===== src/sv/whpwl_pkg.sv =====
`default_nettype none
package whpwl_pkg;

  localparam int unsigned CoordW = 35;
  localparam int unsigned SpanW  = 34;
  localparam int unsigned WgtW   = 16;
  localparam int unsigned CostW  = 50;
  localparam int unsigned TotW   = 63;

  localparam logic signed [CoordW-1:0] CoordTop    = {1'b0, {(CoordW-1){1'b1}}};
  localparam logic signed [CoordW-1:0] CoordBottom = {1'b1, {(CoordW-1){1'b0}}};
  localparam logic [TotW-1:0]          TotalMax    = {TotW{1'b1}};

  typedef struct packed {
    logic        first;
    logic        has_ext;
    logic [31:0] ext_lo;
    logic [31:0] ext_hi;
    logic [15:0] weight;
    logic [31:0] pos;
    logic [31:0] off_lo;
    logic [31:0] off_hi;
    logic [30:0] width;
    logic        flip;
    logic        last;
    logic        batch;
  } raw_t;

  typedef struct packed {
    logic              first;
    logic              has_ext;
    logic [CoordW-1:0] ext_lo;
    logic [CoordW-1:0] ext_hi;
    logic [WgtW-1:0]   weight;
    logic [CoordW-1:0] lo;
    logic [CoordW-1:0] hi;
    logic              last;
    logic              batch;
  } pin_t;

  typedef struct packed {
    logic [CoordW-1:0] span_min;
    logic [CoordW-1:0] span_max;
    logic [WgtW-1:0]   weight;
    logic              batch;
  } fin_t;

  typedef struct packed {
    logic [SpanW-1:0] span;
    logic [CostW-1:0] cost;
    logic             batch;
  } cost_t;

  function automatic logic [CoordW-1:0] sext32(input logic [31:0] v);
    sext32 = {{(CoordW-32){v[31]}}, v};
  endfunction

endpackage
`default_nettype wire


===== src/sv/weighted_hpwl_cost_evaluator_top.sv =====
// A net's result passes the raw, pin, fin, span, product and output registers.
// Throughput: one pin word per cycle; each stage holds one word and passes
// back-pressure upstream through its own ready, so no bubbles are forced.
// Reset: asynchronous, active low; clears all valid flags, the running total
// and the held weight, and returns the net interval to empty.
`default_nettype none
module weighted_hpwl_cost_evaluator_top (
  input  logic         clk_i,
  input  logic         rst_ni,
  input  logic         s_axis_tvalid,
  output logic         s_axis_tready,
  // ext_min[31:0] ext_max[63:32] weight[79:64] cell_pos[111:80]
  // off_low[143:112] off_high[175:144] cell_width[206:176] pad[207]
  input  logic [207:0] s_axis_tdata,
  // net_first[0] has_external[1] flipped[2] batch_last[3]
  input  logic [3:0]   s_axis_tuser,
  input  logic         s_axis_tlast,
  output logic         m_axis_tvalid,
  input  logic         m_axis_tready,
  // net_span[33:0] net_cost[96:34] total_cost[159:97]
  output logic [159:0] m_axis_tdata,
  output logic         m_axis_tlast
);
  import whpwl_pkg::*;

  raw_t             raw;
  logic             pin_valid;
  logic             pin_ready;
  pin_t             pin;
  logic             fin_valid;
  logic             fin_ready;
  fin_t             fin;
  logic             cost_valid;
  logic             cost_ready;
  cost_t            cost;
  logic [SpanW-1:0] span;
  logic [TotW-1:0]  net_cost;
  logic [TotW-1:0]  total;

  always_comb begin
    raw.first   = s_axis_tuser[0];
    raw.has_ext = s_axis_tuser[1];
    raw.ext_lo  = s_axis_tdata[31:0];
    raw.ext_hi  = s_axis_tdata[63:32];
    raw.weight  = s_axis_tdata[79:64];
    raw.pos     = s_axis_tdata[111:80];
    raw.off_lo  = s_axis_tdata[143:112];
    raw.off_hi  = s_axis_tdata[175:144];
    raw.width   = s_axis_tdata[206:176];
    raw.flip    = s_axis_tuser[2];
    raw.last    = s_axis_tlast;
    raw.batch   = s_axis_tuser[3];
  end

  whpwl_pin_stage u_pin (
    .clk_i       (clk_i),
    .rst_ni      (rst_ni),
    .in_valid_i  (s_axis_tvalid),
    .in_ready_o  (s_axis_tready),
    .in_raw_i    (raw),
    .out_valid_o (pin_valid),
    .out_ready_i (pin_ready),
    .out_pin_o   (pin)
  );

  whpwl_bound u_bound (
    .clk_i       (clk_i),
    .rst_ni      (rst_ni),
    .in_valid_i  (pin_valid),
    .in_ready_o  (pin_ready),
    .in_pin_i    (pin),
    .out_valid_o (fin_valid),
    .out_ready_i (fin_ready),
    .out_fin_o   (fin)
  );

  whpwl_cost u_cost (
    .clk_i       (clk_i),
    .rst_ni      (rst_ni),
    .in_valid_i  (fin_valid),
    .in_ready_o  (fin_ready),
    .in_fin_i    (fin),
    .out_valid_o (cost_valid),
    .out_ready_i (cost_ready),
    .out_cost_o  (cost)
  );

  whpwl_accum u_accum (
    .clk_i       (clk_i),
    .rst_ni      (rst_ni),
    .in_valid_i  (cost_valid),
    .in_ready_o  (cost_ready),
    .in_cost_i   (cost),
    .out_valid_o (m_axis_tvalid),
    .out_ready_i (m_axis_tready),
    .out_span_o  (span),
    .out_cost_o  (net_cost),
    .out_total_o (total),
    .out_final_o (m_axis_tlast)
  );

  assign m_axis_tdata = {total, net_cost, span};

endmodule
`default_nettype wire


===== src/sv/whpwl_pin_stage.sv =====
`default_nettype none
module whpwl_pin_stage (
  input  logic            clk_i,
  input  logic            rst_ni,
  input  logic            in_valid_i,
  output logic            in_ready_o,
  input  whpwl_pkg::raw_t in_raw_i,
  output logic            out_valid_o,
  input  logic            out_ready_i,
  output whpwl_pkg::pin_t out_pin_o
);
  import whpwl_pkg::*;

  logic              raw_valid_q;
  raw_t              raw_q;
  logic              raw_ready;
  logic              pin_valid_q;
  pin_t              pin_q;
  pin_t              pin_d;
  logic [CoordW-1:0] base;
  logic [CoordW-1:0] lo_off;
  logic [CoordW-1:0] hi_off;

  assign raw_ready  = !pin_valid_q || out_ready_i;
  assign in_ready_o = !raw_valid_q || raw_ready;

  // input register
  always_ff @(posedge clk_i or negedge rst_ni) begin
    if (!rst_ni) begin
      raw_valid_q <= 1'b0;
    end else if (in_ready_o) begin
      raw_valid_q <= in_valid_i;
    end
  end

  always_ff @(posedge clk_i) begin
    if (in_ready_o && in_valid_i) begin
      raw_q <= in_raw_i;
    end
  end

  // pin interval, mirrored across the cell when flipped
  always_comb begin
    base   = sext32(raw_q.pos);
    lo_off = sext32(raw_q.off_lo);
    hi_off = sext32(raw_q.off_hi);
    if (raw_q.flip) begin
      base   = base + {{(CoordW-31){1'b0}}, raw_q.width};
      lo_off = -sext32(raw_q.off_hi);
      hi_off = -sext32(raw_q.off_lo);
    end
    pin_d.first   = raw_q.first;
    pin_d.has_ext = raw_q.has_ext;
    pin_d.ext_lo  = sext32(raw_q.ext_lo);
    pin_d.ext_hi  = sext32(raw_q.ext_hi);
    pin_d.weight  = raw_q.weight;
    pin_d.lo      = base + lo_off;
    pin_d.hi      = base + hi_off;
    pin_d.last    = raw_q.last;
    pin_d.batch   = raw_q.batch;
  end

  always_ff @(posedge clk_i or negedge rst_ni) begin
    if (!rst_ni) begin
      pin_valid_q <= 1'b0;
    end else if (raw_ready) begin
      pin_valid_q <= raw_valid_q;
    end
  end

  always_ff @(posedge clk_i) begin
    if (raw_ready && raw_valid_q) begin
      pin_q <= pin_d;
    end
  end

  assign out_valid_o = pin_valid_q;
  assign out_pin_o   = pin_q;

endmodule
`default_nettype wire


===== src/sv/whpwl_bound.sv =====
`default_nettype none
module whpwl_bound (
  input  logic            clk_i,
  input  logic            rst_ni,
  input  logic            in_valid_i,
  output logic            in_ready_o,
  input  whpwl_pkg::pin_t in_pin_i,
  output logic            out_valid_o,
  input  logic            out_ready_i,
  output whpwl_pkg::fin_t out_fin_o
);
  import whpwl_pkg::*;

  logic [CoordW-1:0] min_q, min_d;
  logic [CoordW-1:0] max_q, max_d;
  logic [WgtW-1:0]   wgt_q, wgt_d;
  logic [CoordW-1:0] base_min;
  logic [CoordW-1:0] base_max;
  logic              fin_valid_q;
  fin_t              fin_q;
  logic              fire;

  assign in_ready_o = !fin_valid_q || out_ready_i;
  assign fire       = in_valid_i && in_ready_o;

  always_comb begin
    base_min = min_q;
    base_max = max_q;
    wgt_d    = wgt_q;
    if (in_pin_i.first) begin
      wgt_d    = in_pin_i.weight;
      base_min = in_pin_i.has_ext ? in_pin_i.ext_lo : CoordTop;
      base_max = in_pin_i.has_ext ? in_pin_i.ext_hi : CoordBottom;
    end
    min_d = ($signed(in_pin_i.lo) < $signed(base_min)) ? in_pin_i.lo : base_min;
    max_d = ($signed(in_pin_i.hi) > $signed(base_max)) ? in_pin_i.hi : base_max;
  end

  always_ff @(posedge clk_i or negedge rst_ni) begin
    if (!rst_ni) begin
      min_q <= CoordTop;
      max_q <= CoordBottom;
      wgt_q <= '0;
    end else if (fire) begin
      wgt_q <= wgt_d;
      if (in_pin_i.last) begin
        min_q <= CoordTop;
        max_q <= CoordBottom;
      end else begin
        min_q <= min_d;
        max_q <= max_d;
      end
    end
  end

  always_ff @(posedge clk_i or negedge rst_ni) begin
    if (!rst_ni) begin
      fin_valid_q <= 1'b0;
    end else if (in_ready_o) begin
      fin_valid_q <= fire && in_pin_i.last;
    end
  end

  always_ff @(posedge clk_i) begin
    if (fire && in_pin_i.last) begin
      fin_q.span_min <= min_d;
      fin_q.span_max <= max_d;
      fin_q.weight   <= wgt_d;
      fin_q.batch    <= in_pin_i.batch;
    end
  end

  assign out_valid_o = fin_valid_q;
  assign out_fin_o   = fin_q;

endmodule
`default_nettype wire


===== src/sv/whpwl_cost.sv =====
`default_nettype none
module whpwl_cost (
  input  logic             clk_i,
  input  logic             rst_ni,
  input  logic             in_valid_i,
  output logic             in_ready_o,
  input  whpwl_pkg::fin_t  in_fin_i,
  output logic             out_valid_o,
  input  logic             out_ready_i,
  output whpwl_pkg::cost_t out_cost_o
);
  import whpwl_pkg::*;

  logic              sp_valid_q;
  logic [SpanW-1:0]  sp_span_q;
  logic [WgtW-1:0]   sp_wgt_q;
  logic              sp_batch_q;
  logic              sp_ready;
  logic [CoordW-1:0] diff;
  logic [SpanW-1:0]  span_d;
  logic              mul_valid_q;
  cost_t             mul_q;

  assign sp_ready   = !mul_valid_q || out_ready_i;
  assign in_ready_o = !sp_valid_q || sp_ready;

  // negative spans read as zero
  always_comb begin
    diff   = in_fin_i.span_max - in_fin_i.span_min;
    span_d = '0;
    if ($signed(in_fin_i.span_max) > $signed(in_fin_i.span_min)) begin
      span_d = diff[SpanW-1:0];
    end
  end

  always_ff @(posedge clk_i or negedge rst_ni) begin
    if (!rst_ni) begin
      sp_valid_q <= 1'b0;
    end else if (in_ready_o) begin
      sp_valid_q <= in_valid_i;
    end
  end

  always_ff @(posedge clk_i) begin
    if (in_ready_o && in_valid_i) begin
      sp_span_q  <= span_d;
      sp_wgt_q   <= in_fin_i.weight;
      sp_batch_q <= in_fin_i.batch;
    end
  end

  always_ff @(posedge clk_i or negedge rst_ni) begin
    if (!rst_ni) begin
      mul_valid_q <= 1'b0;
    end else if (sp_ready) begin
      mul_valid_q <= sp_valid_q;
    end
  end

  always_ff @(posedge clk_i) begin
    if (sp_ready && sp_valid_q) begin
      mul_q.span  <= sp_span_q;
      mul_q.cost  <= CostW'(sp_wgt_q) * CostW'(sp_span_q);
      mul_q.batch <= sp_batch_q;
    end
  end

  assign out_valid_o = mul_valid_q;
  assign out_cost_o  = mul_q;

endmodule
`default_nettype wire


===== src/sv/whpwl_accum.sv =====
`default_nettype none
module whpwl_accum (
  input  logic                       clk_i,
  input  logic                       rst_ni,
  input  logic                       in_valid_i,
  output logic                       in_ready_o,
  input  whpwl_pkg::cost_t           in_cost_i,
  output logic                       out_valid_o,
  input  logic                       out_ready_i,
  output logic [whpwl_pkg::SpanW-1:0] out_span_o,
  output logic [whpwl_pkg::TotW-1:0]  out_cost_o,
  output logic [whpwl_pkg::TotW-1:0]  out_total_o,
  output logic                       out_final_o
);
  import whpwl_pkg::*;

  logic [TotW-1:0]  total_q, total_d;
  logic [TotW:0]    sum;
  logic             fire;
  logic             out_valid_q;
  logic [SpanW-1:0] span_q;
  logic [TotW-1:0]  cost_q;
  logic [TotW-1:0]  res_q;
  logic             final_q;

  assign in_ready_o = !out_valid_q || out_ready_i;
  assign fire       = in_valid_i && in_ready_o;

  // saturating add
  always_comb begin
    sum     = {1'b0, total_q} + (TotW+1)'(in_cost_i.cost);
    total_d = sum[TotW] ? TotalMax : sum[TotW-1:0];
  end

  always_ff @(posedge clk_i or negedge rst_ni) begin
    if (!rst_ni) begin
      total_q <= '0;
    end else if (fire) begin
      total_q <= in_cost_i.batch ? '0 : total_d;
    end
  end

  always_ff @(posedge clk_i or negedge rst_ni) begin
    if (!rst_ni) begin
      out_valid_q <= 1'b0;
    end else if (in_ready_o) begin
      out_valid_q <= in_valid_i;
    end
  end

  always_ff @(posedge clk_i) begin
    if (fire) begin
      span_q  <= in_cost_i.span;
      cost_q  <= TotW'(in_cost_i.cost);
      res_q   <= total_d;
      final_q <= in_cost_i.batch;
    end
  end

  assign out_valid_o = out_valid_q;
  assign out_span_o  = span_q;
  assign out_cost_o  = cost_q;
  assign out_total_o = res_q;
  assign out_final_o = final_q;

endmodule
`default_nettype wire


===== config.mk =====
export PLATFORM = sky130hd
export DESIGN_NAME = weighted_hpwl_cost_evaluator_top
export DESIGN_NICKNAME = d
export VERILOG_FILES = /design/src/sv/whpwl_pkg.sv /design/src/sv/weighted_hpwl_cost_evaluator_top.sv /design/src/sv/whpwl_pin_stage.sv /design/src/sv/whpwl_bound.sv /design/src/sv/whpwl_cost.sv /design/src/sv/whpwl_accum.sv
export SDC_FILE = /design/constraint.sdc
export NUM_CORES = 2
export LEC_CHECK = 0
export BUFFER_PORTS_ARGS = -buffer_cell sky130_fd_sc_hd__buf_2
export CORE_ASPECT_RATIO = 1.1
export CORE_MARGIN = 10
export CORE_UTILIZATION = 56
export DETAILED_ROUTE_END_ITERATION = 7
export GPL_TIMING_DRIVEN = 0
export HOLD_SLACK_MARGIN = 0.12
export MAX_ROUTING_LAYER = met4
export PLACE_DENSITY = 0.77
export SLEW_MARGIN = 25
export SYNTH_ARGS = -nofsm -noshare
export SYNTH_HDL_FRONTEND = slang
export SYNTH_SLANG_ARGS = --single-unit

===== constraint.sdc =====
create_clock -name clk_i -period 6.7 [get_ports clk_i]
set_input_delay 0.67 -clock clk_i [delete_from_list [all_inputs] [get_ports clk_i]]
set_output_delay 0.67 -clock clk_i [all_outputs]
set_load 0.005 [all_outputs]

## Word level (Yosys, flattened, before mapping)

Cells that the tools add are included.

| storage, ports and cells | value |
|---|---|
| bits in registers | 892 |
| bits of input ports | 217 |
| output and inout port bits | 163 |
| logic and storage cells | 89 |

| operators by class | value |
|---|---|
| $add $sub $neg | 7 |
| multiply operators | 1 |
| order comparisons | 3 |
| multiplexer cells | 14 |
| reductions and logical operators | 19 |

Operators with widths:

| kind | count |
|---|---|
| $mux W35 | 11 |
| $mux W63 | 2 |
| $add A35 B35 Y35 | 2 |
| $gt A35 B35 Y1 | 2 |
| $neg A35 Y35 | 2 |
| $add A63 B50 Y64 | 1 |
| $mul A16 B34 Y50 | 1 |
| $lt A35 B35 Y1 | 1 |
| $sub A34 B34 Y34 | 1 |
| $add A32 B32 Y33 | 1 |
| $mux W16 | 1 |
| $logic_and A1 B1 Y1 | 7 |
| $logic_not A1 Y1 | 6 |
| $logic_or A1 B1 Y1 | 6 |

## Depth between registers and ports, before layout

| logic depth | value |
|---|---|
| word-level depth | 8 |
| gate-level depth with buffers | 26 |

## Hierarchy

From an unflattened synthesis, not the netlist that was laid out.

| second synthesis, totals | value |
|---|---|
| cells, all modules | 5767 |
| area total of the unflattened synthesis | 62895.3 µm² |

By module, submodules not included:

| module | instances | cells each | area each (µm²) |
|---|---|---|---|
| whpwl_cost | 1 | 2495 | 23578.9 |
| whpwl_pin_stage | 1 | 1380 | 18416.4 |
| whpwl_accum | 1 | 970 | 11043.1 |
| whpwl_bound | 1 | 922 | 9857.0 |

## Worst setup path before layout

No wires, ideal clock.

| timing path | value |
|---|---|
| kind | input to register |
| start | input port m_axis_tready |
| end | register, netlist name u_cost.out_cost_o[0] |
| arrival | 6.933 ns |
| slack | -0.891 ns |
| stages on the path | 2 |
| path through | nor2b_1 > a21boi_0 |

| between the ends | value |
|---|---|
| cells in the longest elaborated chain, start to end | 3 |

RTL lines:

| item | RTL line | text |
|---|---|---|
| from (decl) | weighted_hpwl_cost_evaluator_top.sv:19 | `input logic m_axis_tready,` |
| $logic_or A1 B1 Y1 | whpwl_accum.sv:26 | `assign in_ready_o = !out_valid_q \|\| out_ready_i;` |
| $logic_or A1 B1 Y1 | whpwl_cost.sv:24 | `assign sp_ready = !mul_valid_q \|\| out_ready_i;` |
| $logic_and A1 B1 Y1 | whpwl_cost.sv:61 | `if (sp_ready && sp_valid_q) begin` |

Every way passes these cells.
A chain may end at the register's enable or synchronous reset.

## Worst setup path after layout

| timing path | value |
|---|---|
| start | register u_cost.sp_wgt_q[12] |
| end | register, netlist name u_cost.out_cost_o[47] |

| between the ends | value |
|---|---|
| cells in the longest elaborated chain, start to end | 1 |

RTL lines:

| item | RTL line | text |
|---|---|---|
| from (decl) | whpwl_cost.sv:16 | `logic [WgtW-1:0] sp_wgt_q;` |
| from (signal assigned) | whpwl_cost.sv:47 | `sp_wgt_q <= in_fin_i.weight;` |
| $mul A16 B34 Y50 | whpwl_cost.sv:63 | `mul_q.cost <= CostW'(sp_wgt_q) * CostW'(sp_span_q);` |

Every way passes these cells.

==> flow_metrics.py <==
metrics = {
    "status": {
        "status": "finished with violations",
        "violations": "setup timing",
    },
    "routing": {
        "remaining_drc_errors": 0,
        "detailedRoute.firstPassIterationCount": 6,
        "drtAntennaViolNets": 0,
        "final_wirelength_um": 171000,
        "post_drt_via_cell_ratio": 5.73,
        "via_count": 44600,
        "drt_iter0_markers": 3004,
        "per_cell_routed_wire_length_um": 21.9,
    },
    "synth": {
        "area_contributors_post_synth": "edfxtp_1 (36%), fa_1 (15%), ha_1 (7.7%)",
        "synth_ff_type": "edfxtp_1",
        "number_of_flip_flops_and_latches_in_the_synthesized_netlist": 892,
        "synthesis.area_sq_um": 61200,
        "yosysWarningCount": 0,
        "synth.largest_area_cell": "edfxtp_1",
        "synth-edff-count": 737,
        "share_of_yosys_cell_area_claimed_by_the_top_area_cell_type_pct": 36.1,
        "post_synth_inst_count": 5572,
        "syn_area_per_cell_sq_um": 11.0,
        "synth.lib_cells_used.distinct": 80,
        "ys_seq_area_share_pct": 42.5,
        "async_flop_share_pct": 17.4,
    },
    "cts": {
        "clk_path_buf_depth": 3,
        "numClockSinks": 892,
        "ctsHtreeMaxLevel": 3,
        "clkTransAtPathRegs_ns": 0.06,
        "clk_latency_ns": 0.70,
        "cts_root_buf": "clkbuf_16",
        "cts_tree": "built",
        "number_of_buffers_inserted_during_clock_tree_synthesis": 91,
    },
    "worst_setup_path": {
        "critPathArrivalTime_ns": 7.22,
        "critical_path_peak_fanout": 10,
        "criticalPathCategory": "flop to flop",
        "r2r_setup_slack_ns": -0.09,
        "worstRegToRegCells": 23,
        "critPathLaunchType": "flop",
        "regToRegEndpoint": "u_cost.out_cost_o[47]",
        "required_ns": 7.13,
        "r2r-start": "u_cost.sp_wgt_q[12]",
        "setup.worst_path.end_class": "flop",
    },
    "global_routing": {
        "grt.overflow.total": 0,
        "vias_in_the_first_global_route": 46800,
        "antenna_found_initial": 2,
        "gr-usage-all-layers_pct": 28.3,
        "grt_start_max_net_pins": 78,
        "grt_first_pass_wirelength_um": 264000,
    },
    "place": {
        "post_place_cell_area_sq_um": 65400,
        "placement.setup.worst_slack_ns": -1.90,
        "buffer_ports.inserted": 365,
        "finalWeightedCongestion": 0.973,
        "hpwl_um": 131000,
    },
    "sta": {
        "report.final.hold_viol_count": 0,
        "fmax_mhz": 147,
        "worst-slew-pin-transition_ns": 1.07,
        "timing.clock.skew_ns": 0.0406,
        "finalCritPeriodShare_pct": 101,
        "finalSetupViolations": 2,
        "final_critical_path_required_period_ns": 6.79,
        "slew-limit-headroom_pct": 28.7,
        "grt_setup_unrepaired": "true",
        "final_critical_path_setup_slack_ns": -0.0900,
        "hold_ws_ns": 0.158,
        "final_max_slew_viol_count": 0,
        "post_route_setup_tns_ns": -0.140,
    },
    "final_layout": {
        "fillers": 8186,
        "nNetsFinal": 7332,
        "fraction_of_layout_cells_with_a_size_suffix_above_1_pct": 16.9,
        "area_occupied_by_multi_input_gates_sq_um": 32300,
        "layout.cell_area.non_filler_sq_um": 71600,
        "area_delta_synth_final_pct": 16.9,
        "sequential_area_sq_um": 26100,
    },
    "die": {
        "floorplan.io_pins": 380,
        "fp.coreArea_sq_um": 109000,
        "die-area_sq_um": 123000,
        "floorplan.initialDensity_pct": 56.3,
        "die-height_um": 367,
        "std_cell_rows": 127,
        "floorplan.die.width_um": 335,
    },
    "worst_hold_path": {
        "hp-class": "input pin to flop",
        "worst_hold_path.endpoint": "u_pin.raw_q[92]",
        "hold_path.startpoint": "s_axis_tdata[138]",
        "instance_count_along_the_most_critical_hold_path": 1,
    },
    "flow_run": {
        "maxCapViolations": 0,
    },
}
registers in the layout (all words and copies together), names as in the netlist, 34 cells and up:
name / count
u_cost.out_cost_o: 85
u_bound.min_q: 35
u_bound.max_q: 35
u_accum.total_q: 63
u_pin.out_pin_o: 154
u_cost.sp_span_q: 34
u_accum.out_total_o: 63
u_accum.out_cost_o: 50
u_bound.out_fin_o: 87
u_accum.out_span_o: 34
u_pin.raw_q: 128
u_pin.pin_d: 84
per-layer routing:
| layer | vias up | GRT usage, % | share of wire [%] |
|---|---|---|---|
| met5 | - | - | 0 |
| met4 | 0 | 17.0 | 6.9 |
| met3 | 478 | 3.68 | 5.9 |
| met2 | 1757 | 48.1 | 50 |
| met1 | 21800 | 31.8 | 38 |
| li1 | 20600 | - | - |
how the worst max path moves through the flow:
stage / from / endpoint / slack, ns / depth (start not counted)
2_1_floorplan: u_cost.sp_span_q[12] / u_cost.out_cost_o[47] / 0.002 / 23
3_3_place_gp: m_axis_tready / u_pin.raw_q[36] / -1.92 / 6
3_5_place_dp: u_cost.sp_wgt_q[2] / u_cost.out_cost_o[47] / -1.90 / 23
4_1_cts: u_cost.sp_wgt_q[5] / u_cost.out_cost_o[43] / -0.03 / 24
5_1_grt: u_cost.sp_wgt_q[6] / u_cost.out_cost_o[47] / -0.29 / 25
6_report: u_cost.sp_wgt_q[12] / u_cost.out_cost_o[47] / -0.09 / 23
per-stage QoR:
step / util (%) / cells
6_report: 65.8 / 7784
5_1_grt: 65.8 / 7784
4_1_cts: 65.2 / 7760
3_5_place_dp: 60.1 / 7387
3_3_place_gp: 59.6 / 7368
2_1_floorplan: - / 5584
synth_stat cells, types with 39 or more instances:
library cell and number:
nand4_1 52, a21oi_1 227, edfxtp_1 737, mux2_2 144, inv_1 685, nand2_1 647, and2_1 237, nor3_1 75
clkbuf_1 208, o21ai_0 202, xor2_1 66, fa_1 451, a21o_1 173, nand3_1 64, a41oi_1 41, o22ai_1 39
ha_1 377, xnor2_1 192, nor2_1 212, dfrtp_1 120, a22o_1 73, or2_2 45
timing repair:
| item | 4_1_cts | 5_1_grt |
|---|---|---|
| hold endpoints to repair | 152 | 0 |
| pin swaps | 46 | 64 |
| setup buffers | 83 | 25 |
| hold buffers | 131 | 0 |
| gates resized for setup | 166 | 130 |
| gates cloned | 1 | 0 |
| endpoints found under the setup margin | 38 | 24 |
cells by family after synthesis:
group	synth area share [%]
DFF	42.5
xor gates and xnor gates	3.69
adders and majority gates	22.4
AOI/OAI and AO/OA	10.9
buffers and inverters	5.83
other	0.00612
and+or+nand+nor	11.9
muxes	2.70
cells in the final DEF, fill, tap and decap left out, types with 17 or more instances in the layout:
| cell type | n |
|---|---|
| dlygate4sd3_1 | 131 |
| nor3_1 | 74 |
| inv_1 | 668 |
| nand2_1 | 643 |
| dfrtp_1 | 120 |
| xnor2_1 | 192 |
| clkbuf_1 | 151 |
| clkbuf_16 | 98 |
| a21o_1 | 173 |
| inv_2 | 17 |
| or4_1 | 17 |
| a22o_1 | 73 |
| mux2_2 | 144 |
| fa_1 | 441 |
| o22ai_1 | 38 |
| o21a_1 | 33 |
| clkbuf_2 | 39 |
| or2_2 | 44 |
| nand2b_1 | 34 |
| a31oi_1 | 27 |
| a21oi_1 | 217 |
| o21ai_0 | 190 |
| nor2b_1 | 35 |
| nand3_1 | 63 |
| nor2_1 | 207 |
| dfstp_2 | 35 |
| nor4_1 | 18 |
| and2_1 | 225 |
| xor2_1 | 66 |
| a211oi_1 | 21 |
| o21bai_1 | 29 |
| ha_1 | 359 |
| buf_4 | 107 |
| and3_1 | 24 |
| edfxtp_1 | 737 |
| a41oi_1 | 38 |
| buf_2 | 377 |
| nand4_1 | 52 |
final cells by class:
cell class                 instances  area share [%]
clock inverter                    43           0.687
multi-input combinational       3766            45.2
sequential                       892            36.4
tap                             1419            2.48
clock buffer                     127            3.56
buffer                           226            1.67
antenna                            1         0.00350
timing repair buffer             624            6.44
inverter                         686            3.60
critical path, cell delays in order (launching register included):
cell and delay, ns:
edfxtp_1 0.57, buf_2 0.32, nand2_1 0.10, fa_1 0.50
inv_1 0.06, fa_1 0.51, fa_1 0.55, fa_1 0.52
fa_1 0.54, inv_2 0.05, fa_1 0.51, inv_2 0.05
ha_4 0.25, a21o_1 0.18, a21o_1 0.22, a2111oi_4 0.40
buf_4 0.18, o22ai_2 0.09, o21ai_4 0.14, o21ai_4 0.12
a31oi_4 0.24, nor2_4 0.07, a221oi_2 0.26, xnor2_1 0.10
Power is left out: the tool's default activity adds up to more than one toggle a clock period on the data nets, which glitch-free logic cannot reach.
